--- src/sv/rqbp_pkg.sv ---
// Shared types, constants and index arithmetic for the ring queue with bulk pop.
// No dependencies; every module file of the block imports this package.
`timescale 1ns / 1ps

package rqbp_pkg;

  // Queue geometry.
  localparam int unsigned QueueDepth = 1024;
  localparam int unsigned IdxW       = $clog2(QueueDepth);
  localparam int unsigned DataW      = 64;
  localparam int unsigned CntW       = 10;
  localparam int unsigned OccW       = 10;
  localparam int unsigned CmpW       = (IdxW > CntW) ? IdxW : CntW;

  // Packed bus widths, rounded up to whole bytes.
  localparam int unsigned InBitsW  = 2 + DataW + CntW;
  localparam int unsigned OutBitsW = 1 + DataW + OccW + 2;
  localparam int unsigned InTdataW  = ((InBitsW + 7) / 8) * 8;
  localparam int unsigned OutTdataW = ((OutBitsW + 7) / 8) * 8;

  typedef logic [IdxW-1:0]  idx_t;
  typedef logic [DataW-1:0] data_t;

  // Request kinds.
  typedef enum logic [1:0] {
    OP_PUSH = 2'd0,
    OP_POP  = 2'd1,
    OP_READ = 2'd2
  } op_e;

  // Access issued to the slot memory.
  typedef struct packed {
    logic  we;
    logic  re;
    idx_t  addr;
    data_t wdata;
  } mem_req_t;

  // Result of one request, except for the read word.
  typedef struct packed {
    logic            ok;
    logic            rd;
    logic [OccW-1:0] occupancy;
    logic            is_empty;
    logic            is_full;
  } result_t;

  // Adds two indices modulo the depth; both operands are below the depth.
  function automatic idx_t wrap_add(idx_t a, idx_t b);
    logic [IdxW:0] sum;
    sum = {1'b0, a} + {1'b0, b};
    if (sum >= (IdxW+1)'(QueueDepth)) begin
      sum = sum - (IdxW+1)'(QueueDepth);
    end
    return sum[IdxW-1:0];
  endfunction

  // Number of entries held between head and tail.
  function automatic idx_t held_of(idx_t head, idx_t tail);
    logic [IdxW:0] span;
    span = {1'b0, tail} + (IdxW+1)'(QueueDepth - 1) - {1'b0, head};
    if (span >= (IdxW+1)'(QueueDepth)) begin
      span = span - (IdxW+1)'(QueueDepth);
    end
    return span[IdxW-1:0];
  endfunction

endpackage

--- src/sv/rqbp_ctrl.sv ---
// Head and tail bookkeeping of the ring queue; decides each request and
// drives the slot memory. Depends on rqbp_pkg.
`timescale 1ns / 1ps

module rqbp_ctrl (
  input  logic                       clk_i,
  input  logic                       rst_ni,
  input  logic                       accept_i,
  input  logic [1:0]                 op_i,
  input  rqbp_pkg::data_t            value_i,
  input  logic [rqbp_pkg::CntW-1:0]  count_i,
  output rqbp_pkg::mem_req_t         mem_req_o,
  output rqbp_pkg::result_t          result_o
);
  import rqbp_pkg::*;

  idx_t head_q, head_d;
  idx_t tail_q, tail_d;
  idx_t held, held_next;
  idx_t cnt_idx;
  logic [CmpW-1:0] cnt_cmp, held_cmp;
  logic ok, rd;

  assign held     = held_of(head_q, tail_q);
  assign cnt_idx  = IdxW'(count_i);
  assign cnt_cmp  = CmpW'(count_i);
  assign held_cmp = CmpW'(held);

  // Decide the request and compute the new indices and occupancy.
  always_comb begin
    head_d    = head_q;
    tail_d    = tail_q;
    held_next = held;
    ok        = 1'b0;
    rd        = 1'b0;
    mem_req_o = '0;
    mem_req_o.wdata = value_i;
    unique case (op_i)
      OP_PUSH: begin
        if (head_q != tail_q) begin
          ok             = 1'b1;
          mem_req_o.we   = accept_i;
          mem_req_o.addr = tail_q;
          tail_d         = wrap_add(tail_q, idx_t'(1));
          held_next      = held + idx_t'(1);
        end
      end
      OP_POP: begin
        if (cnt_cmp <= held_cmp) begin
          ok        = 1'b1;
          head_d    = wrap_add(head_q, cnt_idx);
          held_next = held - cnt_idx;
        end
      end
      OP_READ: begin
        if (cnt_cmp < held_cmp) begin
          ok             = 1'b1;
          rd             = 1'b1;
          mem_req_o.re   = accept_i;
          mem_req_o.addr = wrap_add(wrap_add(head_q, idx_t'(1)), cnt_idx);
        end
      end
      default: begin
        ok = 1'b0;
      end
    endcase
  end

  // Result fields for the output stage.
  always_comb begin
    result_o.ok        = ok;
    result_o.rd        = rd;
    result_o.occupancy = OccW'(held_next);
    result_o.is_empty  = (held_next == '0);
    result_o.is_full   = (held_next == idx_t'(QueueDepth - 1));
  end

  // Indices move only when an item is accepted.
  always_ff @(posedge clk_i or negedge rst_ni) begin
    if (!rst_ni) begin
      head_q <= '0;
      tail_q <= idx_t'(1);
    end else if (accept_i) begin
      head_q <= head_d;
      tail_q <= tail_d;
    end
  end

endmodule

--- config.mk ---
export PLATFORM = sky130hd
export DESIGN_NAME = rqbp_ctrl
export DESIGN_NICKNAME = d
export VERILOG_FILES = /design/src/sv/rqbp_pkg.sv /design/src/sv/rqbp_ctrl.sv
export SDC_FILE = /design/constraint.sdc
export NUM_CORES = 1
export LEC_CHECK = 0
export ABC_AREA = 1
export BUFFER_PORTS_ARGS = -buffer_cell sky130_fd_sc_hd__buf_4
export CAP_MARGIN = 20
export CORE_UTILIZATION = 44
export CTS_BUF_LIST = sky130_fd_sc_hd__clkbuf_8
export CTS_CLUSTER_DIAMETER = 120
export DETAILED_ROUTE_END_ITERATION = 12
export PLACE_DENSITY = 0.77
export SYNTH_ARGS = -nofsm -noshare
export SYNTH_HDL_FRONTEND = slang
export SYNTH_SLANG_ARGS = --single-unit
--- constraint.sdc ---
create_clock -name clk_i -period 3.91 [get_ports clk_i]
set_input_delay 0.782 -clock clk_i [delete_from_list [all_inputs] [get_ports clk_i]]
set_output_delay 0.782 -clock clk_i [all_outputs]
set_load 0.005 [all_outputs]
======== After elaboration in Yosys (flattened, before gate mapping) ========
Cells that the tools add are included.
operators by class
  multiplexer cells ....................... 21
  equality and inequality tests ........... 4
  reductions and logical operators ........ 4
  add/subtract/negate cells ............... 13
  order comparisons ....................... 7
operators by type and width
  kind                                                                  count
  10-bit 2-to-1 mux                                                     10
  11-bit greater-or-equal comparator, second input constant             5
  10-bit by 1-bit subtractor with 10-bit output, second input constant  5
  10-bit case mux with 2 select lines                                   2
  10-bit by 1-bit adder with 11-bit output, second input constant       2
  10-bit by 10-bit adder with 11-bit output                             2
  10-bit by 10-bit adder with 11-bit output, second input constant      1
  11-bit 2-to-1 mux                                                     1
  11-bit by 10-bit subtractor with 11-bit output                        1
  10-bit by 1-bit adder with 10-bit output, second input constant       1
  10-bit == test, second input constant                                 1
  10-bit less-or-equal comparator                                       1
  10-bit zero test                                                      1
  10-bit < comparator                                                   1
  10-bit inequality test                                                1
  10-bit subtractor                                                     1
  1-bit 2-to-1 mux                                                      7
  3-bit AND reduction                                                   2
  1-bit case mux with 3 select lines                                    1
  2-bit by 1-bit == test with 1-bit output, second input constant       1
  2-bit == test, second input constant                                  1
  2-bit zero test                                                       1
word-level totals
  input bits .............................. 79
  output and inout bits ................... 90
  register bits ........................... 20

======== Depth between registers and ports, before layout ========
Gate-level depths: netlist (run 1).
  depth after elaboration ................. 12
  depth in mapped cells ................... 24
  depth with buffers taken out ............ 24

======== Worst setup path before layout (run 1) ========
OpenSTA, ideal clock, no wires.
  path type ............................... flip-flop to output port
  from .................................... register head_q[0]
  to ...................................... output result_o[0] (netlist bit)
  arrival time ............................ 3.128 ns
  slack ................................... 0.000 ns
  cell stages (with the launch flop) ...... 22
  path through ............................ dfrtp_1 inv_1 ha_1 fa_1 nand2_1 nand2_2 nand3_1 nand2_1 nand2_1 nand2_1 ha_1 nand2_1 inv_1 a21oi_2 nand4_4 nor2_2 nand2_1 nand3b_1 nand2_1 inv_1 nand3_1 nor3_2
RTL lines
  item                      line             text
  start: declaration        rqbp_ctrl.sv:17  idx_t head_q, head_d;
  start signal: assignment  rqbp_ctrl.sv:81  head_q <= '0;
  start signal: assignment  rqbp_ctrl.sv:84  head_q <= head_d;
  end: declaration          rqbp_ctrl.sv:13  output rqbp_pkg::result_t result_o

==> results of run 1 <==
## power breakdown
group	internal, mW	switching (mW)
logic	2.53	3.11
registers	0.283	0.0698
clock network	0.0898	0.0751
## critical path: stages, from the launching register on
cell	delay, ns
dfrtp_1	0.37
inv_2	0.06
ha_4	0.16
fa_2	0.36
nand2_4	0.10
nand2_4	0.08
buf_4	0.15
nand3_1	0.07
nand2_2	0.09
ha_4	0.24
nand2_4	0.10
inv_2	0.04
nand2_1	0.06
nand2_1	0.06
nand2_2	0.12
nand4_4	0.15
buf_4	0.19
nand3_2	0.06
o211ai_1	0.11
nand2_1	0.12
nand3_1	0.09
nor3_2	0.17
buf_4	0.12
## final cells by class
cell class / count / area, µm² / share of cell area (%)
Inverter: 99 / 382 / 7.64
Multi-Input combinational cell: 435 / 3090 / 61.9
Clock buffer: 4 / 55.1 / 1.10
Tap cell: 108 / 135 / 2.71
Sequential cell: 20 / 503 / 10.1
Timing Repair Buffer: 107 / 826 / 16.5
## cells in the mapped netlist (6+ instances only)
master	count	area share (%)
o21ai_0	28	3.5
nand3b_1	6	1.1
xor2_1	23	5.1
buf_4	66	12
a21oi_1	26	3.3
xnor2_1	7	1.5
ha_1	40	13
nor3_1	7	0.88
nand3_1	54	6.8
nand4_1	6	0.94
inv_1	97	9.1
nand2_1	141	13
dfrtp_1	19	12
nor2_1	39	3.7
nor2_2	6	0.94
nand2_2	12	1.9
## path summary, 6_finish.rpt
kind                       cells past startpoint                    end                   from  slack, ns
setup / recovery                              22            result_o[0]  head_q[0]$_DFFE_PN0P_      -0.21
hold / removal                                 1  head_q[8]$_DFFE_PN0P_                 rst_ni       0.39
setup reg to reg                              17  head_q[9]$_DFFE_PN0P_  tail_q[0]$_DFFE_PN1P_       0.72
hold reg to reg                                1  tail_q[5]$_DFFE_PN0P_  tail_q[5]$_DFFE_PN0P_       0.56
max in group asynchronous                      1  tail_q[0]$_DFFE_PN1P_                 rst_ni       3.23
min in group clk_i                             1  tail_q[5]$_DFFE_PN0P_  tail_q[5]$_DFFE_PN0P_       0.56
## logic make-up after synthesis
family          Yosys count  synth area share [%]
compound gates           71                  10.0
xor+xnor                 30                  6.59
fa+ha+maj                44                  14.6
buf+inv                 167                  22.0
flops                    20                  12.6
simple gates            289                  34.2
## stage by stage
step	cell area (µm²)	TNS, ns	utilization (%)	hold WS, ns
CTS	4800	-0.203	54.8	0.400
global route	4990	-4.82	57.0	0.404
global placement	4330	-0.111	49.5	0.492
finish	4990	-1.13	57.0	0.392
detailed placement	4330	-0.287	49.5	0.507
floorplan	3990	0	-	0.466
## layer usage
layer | part of all wire [%] | routed length [µm]
met1 | 40 | 4880
met4 | 5.4 | 663
met2 | 49 | 5950
met5 | 0 | 0
met3 | 6.1 | 749
## layout by cell type, fill, tap and decap left out, types with 2 or more instances in the layout
cell      synthesis  layout
nand2_1         141     125
buf_4            66     101
inv_1            97      84
nand3_1          54      43
nor2_1           39      30
ha_1             40      26
xor2_1           23      23
o21ai_0          28      23
a21oi_1          26      22
nand2_2          12      21
dfrtp_1          19      18
ha_4              0      14
inv_2             1      12
nor2_2            6      11
nand3_2           5      11
nor3_1            7       7
nand2_4           1       7
xnor2_1           7       7
nor2_4            2       6
nand3b_1          6       6
nand4_1           6       6
buf_6             0       6
nand3_4           0       5
o21ai_1           0       5
clkbuf_8          0       4
a21oi_2           1       3
o22ai_1           5       3
fa_1              4       3
inv_4             0       2
a21oi_4           0       2
nand4_4           1       2
o22ai_2           0       2
or2_2             3       2
## state kept, by name, indices dropped and copies added, names as in the netlist
name / flops
head_q: 10
tail_q: 10
## timing repair
item / in CTS / in global routing
endpoints found under the setup margin: 25 / 25
gates cloned: 1 / 0
buffers inserted: 9 / 5
pin swaps: 12 / 15
gates resized for setup: 68 / 44
==> run summary, run 1 <==
The flow ran to the end, but the final reports show violations. The final reports fail on negative setup slack. The synthesized design contains 0 enable-type register cells.

The starting utilization of the core area was 45.5%. The worst setup path is captured at a primary output. The run gives -0.209 ns as the least setup slack across all paths after layout. Setup repair after global routing could not meet its margin everywhere. The congestion estimate from routability-driven global placement came to 1.00. The count of buffers from port buffering is 40, and the die outline area is 9440 µm². The async set-reset flop share out of synthesis is 100%. The run gives 3.34 ns as the data arrival time of the worst path. The final count of pins violating max slew is 0, and the aggregate routed wire length is 12,200 µm. The tools report the initial antenna violation count as 0. The tools report the number of buffers added by the clock tree synthesis step as 3. For the final database, setup skew stands at 0.00334 ns. For this run, the top clock speed supported by timing is 0.243 GHz. Dividing total power by cell area gives a power density of 1230 nW/µm². The met3 global-route usage is 2.95%, and the clock edge transition at the registers on the reported setup and hold paths is 0.08 ns.

The count of final setup violators came out at 17. For the instance count of the mapped netlist, the log shows 621. After synthesis the cells add up to 3990 µm². The layer with the highest usage after global routing was met2.

In the final layout, the share of cells above drive strength 1 is 33.5%. The category of the worst setup path launch point is a flip-flop. Measured along the y axis, the die boundary spans 97.2 µm.

The max-cap check violation count came out at 0. For this run, global-route usage on met1 was measured as 30.1%. The count of antenna-violating nets left after detailed routing is 0, and the floorplan row count is 34. The via count of the first global-routing pass was 4,070; the per-cell via count in the routed design was 5.48.

Entering global routing, the biggest net connects 21 pins. CTS root buffer: clkbuf_8. For this design the top-level I/O count stands at 169.

The relative slew slack is 66.4%, and the area growth from synthesis to layout is 25.2%. The repair_antennas step left the layout with diodes totalling 0. CTS saw 20 sinks. After synthesis, the netlist uses 44 different library cells. The detail-routed net length per standard cell is 15.8 µm, and the number of failing hold endpoints at the final stage is 0. At the pin with the least slew margin, the transition time is 0.498 ns. For this run, the total global-route usage over all layers was measured as 25.0%. For the static leakage power, the log shows 2.58 nW. The count of hold buffers inserted by post-cts repair is 0.

In this run the worst hold path is classified as in2async. When the netlist entered floorplanning its net count stood at 744. The critical-path maximum fanout came out at 5. The placed cell count is 756, and the total number of yosys warnings is 0.

Data on the critical path is required at its endpoint by 3.13 ns. At the placement stage, the worst setup path has a slack of -0.154 ns. The global-route wire length before repair came out at 19,300 µm. The tools report the fill cell total of the finished layout as 769. Summed over all layers, the global routing overflow is 0. Predominant post-synthesis flop cell: dfrtp_1.

The total via count after detailed routing came out at 4,239. For this run, the register share of the synthesized area comes to 12.6%. The die outline width was 97.2 µm; the maximum clock path buffer count was 2. A synthesized cell averages 6.42 µm². The wire-length estimate of the detail-placed layout is 9430 µm. The synthesized design contains 20 register bits.

By startpoint and endpoint, the worst setup path is classified as reg2out. The detailed router finished its first iteration with 289 violations. The final critical path takes up 105% of the cycle. Across the VDD grid, the largest voltage drop is 0.430 mV. The run gives 0.26 ns as the latest clock arrival within the worst-skew pair. TritonCTS built the clock tree.

The post-layout total power is 6.16 mW, and the count of unresolved DRC violations after routing is 0. The met2 track demand over resource in global routing was 43.9%. The tools report the number of H-tree branching levels as 1. Once layout is complete, the cells apart from fillers number 773.

The core region is 8760 µm². The final layout contains 789 nets. The post-route minimum period is 4.12 ns.

The first detailed-routing pass ran for 6 iterations.
No activity file was read; power rests on OpenSTA's default activity.
==> run 2: changes to the inputs <==
--- a/config.mk
+++ b/config.mk
@@ -12,7 +12,7 @@
 export CTS_BUF_LIST = sky130_fd_sc_hd__clkbuf_8
 export CTS_CLUSTER_DIAMETER = 120
 export DETAILED_ROUTE_END_ITERATION = 12
-export PLACE_DENSITY = 0.77
+export PLACE_DENSITY = 0.75
 export SYNTH_ARGS = -nofsm -noshare
 export SYNTH_HDL_FRONTEND = slang
 export SYNTH_SLANG_ARGS = --single-unit
==> constraint.sdc (replaced) <==
create_clock -name clk_i -period 5.2 [get_ports clk_i]
set_input_delay 1.04 -clock clk_i [delete_from_list [all_inputs] [get_ports clk_i]]
set_output_delay 1.04 -clock clk_i [all_outputs]
set_load 0.005 [all_outputs]
==> run summary, run 2 (same netlist as run 1, synthesis figures left out) <==
For the number of failing hold endpoints at the final stage, the log shows 0 (unchanged). Number of H-tree branching levels: 1 (unchanged). The count of buffers from port buffering was 40 (unchanged). Most common cell after layout, fill and taps aside: nand2_1. STA classifies the critical path endpoint as a primary output. The aggregate routed wire length is 10,200 µm (-17%).

The static leakage power came out at 2.19 nW (-15%). The largest vdd supply drop is 0.238 mV (-45%). The tools report the count of unresolved DRC violations after routing as 0 (unchanged). TritonCTS built the clock tree. The height of the chip is 97.2 µm (unchanged), and the ratio of total power to cell area is 803 nW/µm² (-35%).

The number of buffers added by the clock tree synthesis step was 3 (unchanged); the placed cell count was 701 (-7.3%). Total non-filler cell area in the finished layout: 3990 µm² (-20%). The run gives 0.618 ns (+0.772 ns) as the pre-CTS setup slack.

The run gives 22.2% (-2.8 points) as the aggregate global-route resource usage. Die outline area: 9440 µm² (unchanged). The final net count is 722 (-8.5%), and the final weighted congestion of routability-driven global placement is 0.958 (-4.4%). The via count of the first global-routing pass came out at 3,778 (-7.2%).

For this run, the top clock speed supported by timing is 0.207 GHz. The largest registers in the layout are head_q x10, tail_q x10. The run gives 1.35 mW (-54%) as the internal power. The category of the worst setup path launch point was a flip-flop. The tools report the starting utilization of the core area as 45.5% (unchanged). The run finished with clean final reports. The first-pass detailed-route iteration total was 4 (-2). Combinational fraction of design power: 87.3% (-4.3 points). The run gives 0 (unchanged) as the max-cap check violation count. From synthesis to final layout, the design area changed by 0.188%. Endpoint required time on the critical path: 4.16 ns (+1.03 ns).

The I/O pin total was 169 (unchanged); the global-route wire length before repair was 17,300 µm (-11%). The total negative slack for setup checks is 0 ns (+1.13 ns), and the count of final setup violators is 0 (-17). Type of the worst setup path: reg2out.

Leaving out fill and tap cells, the most frequent cells in the layout are nand2_1, inv_1, nand3_1. The least setup slack across all paths after layout is 0.371 ns (+0.580 ns), and the post-route minimum period is 4.83 ns. The run gives 3.8% (+1.1 points) as the proportion of power drawn by the clock network. The data arrival time of the worst path is 3.79 ns (+0.45 ns), and the clock net sink count is 20 (unchanged).

The worst-case clock skew is 0.00950 ns (+0.00616 ns), and the total inserted antenna cells is 0 (unchanged). The initial antenna violation count was 0 (unchanged); the maximum clock path buffer count was 2 (unchanged). The per-cell via count in the routed design works out to 5.31 (-3.1%). The fill cell total of the finished layout is 897 (+17%).

The minimum setup slack among reg-to-reg paths is 1.69 ns (+0.97 ns). Non-filler instance count after layout: 706 (-8.7%). Type of the worst min-delay path: reg2reg. The die outline width was 97.2 µm (unchanged); the floorplan row count was 34 (unchanged). The critical-path maximum fanout is 8 (+3). Final count of pins violating max slew: 0 (unchanged). The count of antenna-violating nets left after detailed routing was 0 (unchanged); the ratio of final minimum period to clock period was 92.9%. The count of hold buffers inserted by post-cts repair is 0 (unchanged), and the total core area is 8760 µm² (unchanged). The clock edge transition at the registers on the reported setup and hold paths works out to 0.08 ns (about the same). The switching part of the total was 58.0% (+5.1 points); the net switching component of the power was 1.86 mW (-43%). The tools report the largest net degree at the start of global routing as 21 (unchanged). The placed wire-length estimate after detailed placement is 8740 µm (-7.3%), and the detail-routed net length per standard cell is 14.5 µm (-8.7%).

Clock tree synthesis selected as its root buffer the cell clkbuf_8. The part of the total power dissipated in sequential elements is 8.9% (+3.2 points), and the latest clock arrival within the worst-skew pair is 0.27 ns (about the same). The DRC marker count from the first detailed-route iteration is 204 (-29%), and the cell area reported after detailed placement is 3920 µm² (-9.6%). The slew at the pin closest to its max-slew limit was 0.547 ns (+0.0491 ns); the total overflow reported by the global router was 0 (unchanged). The relative slew slack was 63.1% (-3.3 points).

Layout cell share with drive strength beyond 1: 14.0% (-19 points). Setup repair after global routing left no endpoint under its margin. The total via count after detailed routing was 3,751 (-12%).
## run 2: changes by cell type in the layout (fill, tap and decap cells not counted), moves of 9 or more
cell     previous run  this run
buf_4             101        41
ha_1               26        39
ha_4               14         1
inv_1              84        97
inv_2              12         1
nand2_1           125       141
nand2_2            21        12
nand3_1            43        54
## run 2: area by class of cell
type / instances / area, µm² / share of cell area [%]
well taps: 108 / 135 / 3.38
flip-flops and latches: 20 / 502 / 12.6
repair buffers: 41 / 308 / 7.71
clock buffers: 4 / 55.1 / 1.38
multi-input cells: 434 / 2620 / 65.6
inverters: 99 / 373 / 9.34
## run 2: metal layers
metal | share of wire (%) | GRT usage, % | vias to the layer above
li1 | - | - | 1896
met1 | 45 | 27.5 | 1680
met2 | 47 | 38.6 | 134
met3 | 4.8 | 2.37 | 41
met4 | 3.4 | 9.87 | 0
met5 | 0 | 0 | -
## run 2: what timing repair did
action                     CTS  global route
buffers inserted             0             1
gates resized for setup      0             2
setup endpoints to repair    0             3
## run 2: power groups by stage
stage | registers [mW] | logic [mW] | clock network [mW]
after floorplan | 0.263 | 2.05 | 0
after CTS | 0.285 | 2.76 | 0.126
after detailed placement | 0.288 | 2.75 | 0
final | 0.287 | 2.80 | 0.121
after global routing | 0.293 | 3.18 | 0.135
after global placement | 0.285 | 2.71 | 0
## run 2: stage by stage
stage                     hold WS [ns]  util, %  total power, mW
after floorplan                  0.466        -             2.31
after global placement           0.507     44.7             3.00
after detailed placement         0.513     44.7             3.04
after CTS                        0.527     45.3             3.17
after global routing             0.551     45.6             3.61
final                            0.534     45.6             3.21
## run 2: critical path, cell delays in order (launching register included)
cell and delay, ns:
dfrtp_1 0.40, inv_1 0.10, ha_1 0.26, fa_1 0.42, nand2_1 0.12, nand2_2 0.09, nand3_1 0.12, nand2_1 0.06
nand2_1 0.05, nand2_1 0.16, ha_4 0.35, nand2_1 0.06, nor2_1 0.12, nand3_1 0.16, nand3_1 0.16, nand2_1 0.06
inv_1 0.05, nand2_1 0.18, inv_1 0.21, o21ai_0 0.11, o22ai_1 0.13, buf_4 0.14
## run 2: path summary, 6_finish.rpt
| kind | from | to | cells past startpoint |
|---|---|---|---|
| hold reg to reg | tail_q[5]$_DFFE_PN0P_ | tail_q[5]$_DFFE_PN0P_ | 1 |
| hold / removal | tail_q[5]$_DFFE_PN0P_ | tail_q[5]$_DFFE_PN0P_ | 1 |
| min in group asynchronous | rst_ni | tail_q[9]$_DFFE_PN0P_ | 1 |
| setup / recovery | head_q[0]$_DFFE_PN0P_ | mem_req_o[73] | 21 |
| max in group asynchronous | rst_ni | tail_q[0]$_DFFE_PN1P_ | 1 |
| setup reg to reg | head_q[0]$_DFFE_PN0P_ | head_q[6]$_DFFE_PN0P_ | 19 |
==> run 3: changes to the inputs <==
--- a/config.mk
+++ b/config.mk
@@ -8,11 +8,11 @@
 export ABC_AREA = 1
 export BUFFER_PORTS_ARGS = -buffer_cell sky130_fd_sc_hd__buf_4
 export CAP_MARGIN = 20
-export CORE_UTILIZATION = 44
+export CORE_UTILIZATION = 35
 export CTS_BUF_LIST = sky130_fd_sc_hd__clkbuf_8
 export CTS_CLUSTER_DIAMETER = 120
 export DETAILED_ROUTE_END_ITERATION = 12
-export PLACE_DENSITY = 0.75
+export SETUP_SLACK_MARGIN = 0.2
 export SYNTH_ARGS = -nofsm -noshare
 export SYNTH_HDL_FRONTEND = slang
 export SYNTH_SLANG_ARGS = --single-unit
==> run summary, run 3 (same netlist as run 1, synthesis figures left out) <==
The run finished with clean final reports. The pre-CTS setup slack is 0.548 ns (-0.0697 ns). The run gives 11,800 µm² (+25%) as the die outline area.

The layout cell share with drive strength beyond 1 is 16.9% (+2.9 points), and the clock edge transition at the registers on the reported setup and hold paths is 0.08 ns (about the same). For the non-filler instance count after layout, the log shows 742 (+5.1%). The count of unresolved DRC violations after routing was 0 (unchanged). The largest vdd supply drop is 0.352 mV (+48%). The tools report the number of failing hold endpoints at the final stage as 0 (unchanged). The run gives 0 (unchanged) as the initial antenna violation count. The die outline width was 109 µm (+12%). The run gives 0.449 ns (+0.0783 ns) as the least setup slack across all paths after layout. The logs give 10,900 µm (+7.1%) for the aggregate routed wire length and 3,768 (+0.45%) for the total via count after detailed routing. For the relative slew slack, the log shows 62.9% (-0.20 points). The worst-case clock skew is 0.00256 ns (-0.00694 ns). The ratio of final minimum period to clock period is 91.4% (-1.5 points).

The per-cell via count in the routed design is 5.08 (-4.4%), and the maximum clock path buffer count is 2 (unchanged). The critical-path maximum fanout is 5 (-3). The cell area reported after detailed placement was 3960 µm² (+1.0%).

The number of H-tree branching levels was 1 (unchanged). The tree is rooted in a clkbuf_8. The type of the worst setup path is reg2out. The aggregate global-route resource usage came out at 19.3% (-2.9 points). The detail-routed net length per standard cell is 14.7 µm (+1.9%), and the data arrival time of the worst path is 3.71 ns (-0.08 ns). The category of the worst setup path launch point was a flip-flop. Total non-filler cell area in the finished layout: 4160 µm² (+4.1%). The tightest min-delay check is of the reg2reg type. The ratio of total power to cell area was 811 nW/µm² (+1.0%); the largest net degree at the start of global routing was 21 (unchanged).

The slew at the pin closest to its max-slew limit was 0.550 ns (+0.00293 ns); the starting utilization of the core area was 36.3% (-9.2 points). TritonCTS built the clock tree. The logs give 0 (unchanged) for the max-cap check violation count and 0 (unchanged) for the total overflow reported by the global router. In the layout the commonest cells are nand2_1, inv_1, nand3_1. Setup repair after global routing left no endpoint under its margin.

STA classifies the critical path endpoint as a primary output. The run gives 11,000 µm² (+25%) as the total core area. The final net count is 726 (+0.55%).

The clock net sink count is 20 (unchanged), and the fill cell total of the finished layout is 1,196 (+33%). The endpoint required time on the critical path was 4.16 ns (about the same); the placed wire-length estimate after detailed placement was 9250 µm (+5.7%). I/O pin total: 169 (unchanged). The post-route minimum period was 4.75 ns (-0.0783 ns); the post-route worst hold slack was 0.514 ns (-0.0202 ns).

The count of buffers from port buffering was 40 (unchanged); the global-route wire length before repair was 18,100 µm (+4.4%). The run gives 0 (unchanged) as the count of antenna-violating nets left after detailed routing. Leaving out fill and tap cells, the most frequent cell in the layout is nand2_1. The tools report the first-pass detailed-route iteration total as 4 (unchanged). The height of the chip is 109 µm (+12%).

The total negative slack for setup checks was 0 ns (unchanged); the number of buffers added by the clock tree synthesis step was 3 (unchanged). In the final layout, the registers with the most flip-flops are head_q x10, tail_q x10. The run gives 0 (unchanged) as the total inserted antenna cells.

The run gives 0.210 GHz (+1.6%) as the highest clock frequency the design can meet. The run gives 3,709 (-1.8%) as the via count of the first global-routing pass. The count of final setup violators is 0 (unchanged), and the static leakage power is 2.21 nW (+0.74%). The post-layout total power was 3.37 mW (+5.1%); the floorplan row count was 38 (+12%). The tools report the count of hold buffers inserted by post-cts repair as 0 (unchanged). Compared with the post-synthesis result, the final layout area differs by 4.27%. Core occupancy in the finished layout: 37.8% (-7.7 points). The DRC marker count from the first detailed-route iteration was 209 (+2.5%); the latest clock arrival within the worst-skew pair was 0.27 ns (about the same). The final weighted congestion of routability-driven global placement is 0.860 (-10%). The final count of pins violating max slew came out at 0 (unchanged).

Placed cell count: 733 (+4.6%).
run 3: cell types whose count changed in the layout (fill, tap and decap cells not counted), moves of 3 or more:
cell / before / now
ha_4: 1 / 4
nand2_1: 141 / 138
ha_1: 39 / 34
nand2_2: 12 / 15
buf_4: 41 / 44
run 3: layout make-up:
type | count | area [µm²] | share of cell area [%]
Multi-Input combinational cell | 435 | 2720 | 65.5
Clock buffer | 4 | 55.1 | 1.32
Inverter | 99 | 373 | 8.97
Sequential cell | 20 | 502 | 12.1
Timing Repair Buffer | 44 | 330 | 7.95
Tap cell | 140 | 175 | 4.21
run 3: worst paths after layout:
kind,startpoint,endpoint,slack (ns),cells past startpoint
min reg2reg,tail_q[5]$_DFFE_PN0P_,tail_q[5]$_DFFE_PN0P_,0.51,1
min in group asynchronous,rst_ni,tail_q[8]$_DFFE_PN0P_,0.64,1
min,tail_q[5]$_DFFE_PN0P_,tail_q[5]$_DFFE_PN0P_,0.51,1
max in group asynchronous,rst_ni,tail_q[0]$_DFFE_PN1P_,4.28,1
max reg2reg,head_q[0]$_DFFE_PN0P_,head_q[9]$_DFFE_PN0P_,1.77,19
max,head_q[7]$_DFFE_PN0P_,result_o[1],0.45,21
run 3: power breakdown:
part	switching [mW]	total (mW)	internal (mW)
clock	0.0575	0.125	0.0677
combinational	1.83	2.96	1.13
sequential	0.0685	0.281	0.212
total	1.96	3.37	1.41
run 3: layer usage:
layer	vias up	global-route usage (%)	wire length (µm)
li1	1894	-	-
met1	1743	24.9	5030
met4	0	5.89	262
met5	-	0	0
met3	18	2.03	481
met2	113	33.6	5160
run 3: what timing repair did:
item	CTS	global route
setup buffers	0	4
setup endpoints to repair	0	10
gates resized for setup	0	21
run 3: worst max-delay path, stage by stage (launching register included):
cell,delay [ns]
dfrtp_1,0.43
inv_1,0.12
ha_1,0.40
nand2_1,0.10
nor2_1,0.17
nand3_1,0.14
nand3_1,0.10
nand2_1,0.05
nand2_1,0.17
ha_4,0.25
nand2_1,0.09
inv_1,0.12
a21oi_4,0.24
nand3_1,0.13
nor2_1,0.21
nand2_1,0.08
nand3_1,0.09
nand3_1,0.14
nor2_1,0.13
nand2_1,0.07
nor2_1,0.10
buf_4,0.11
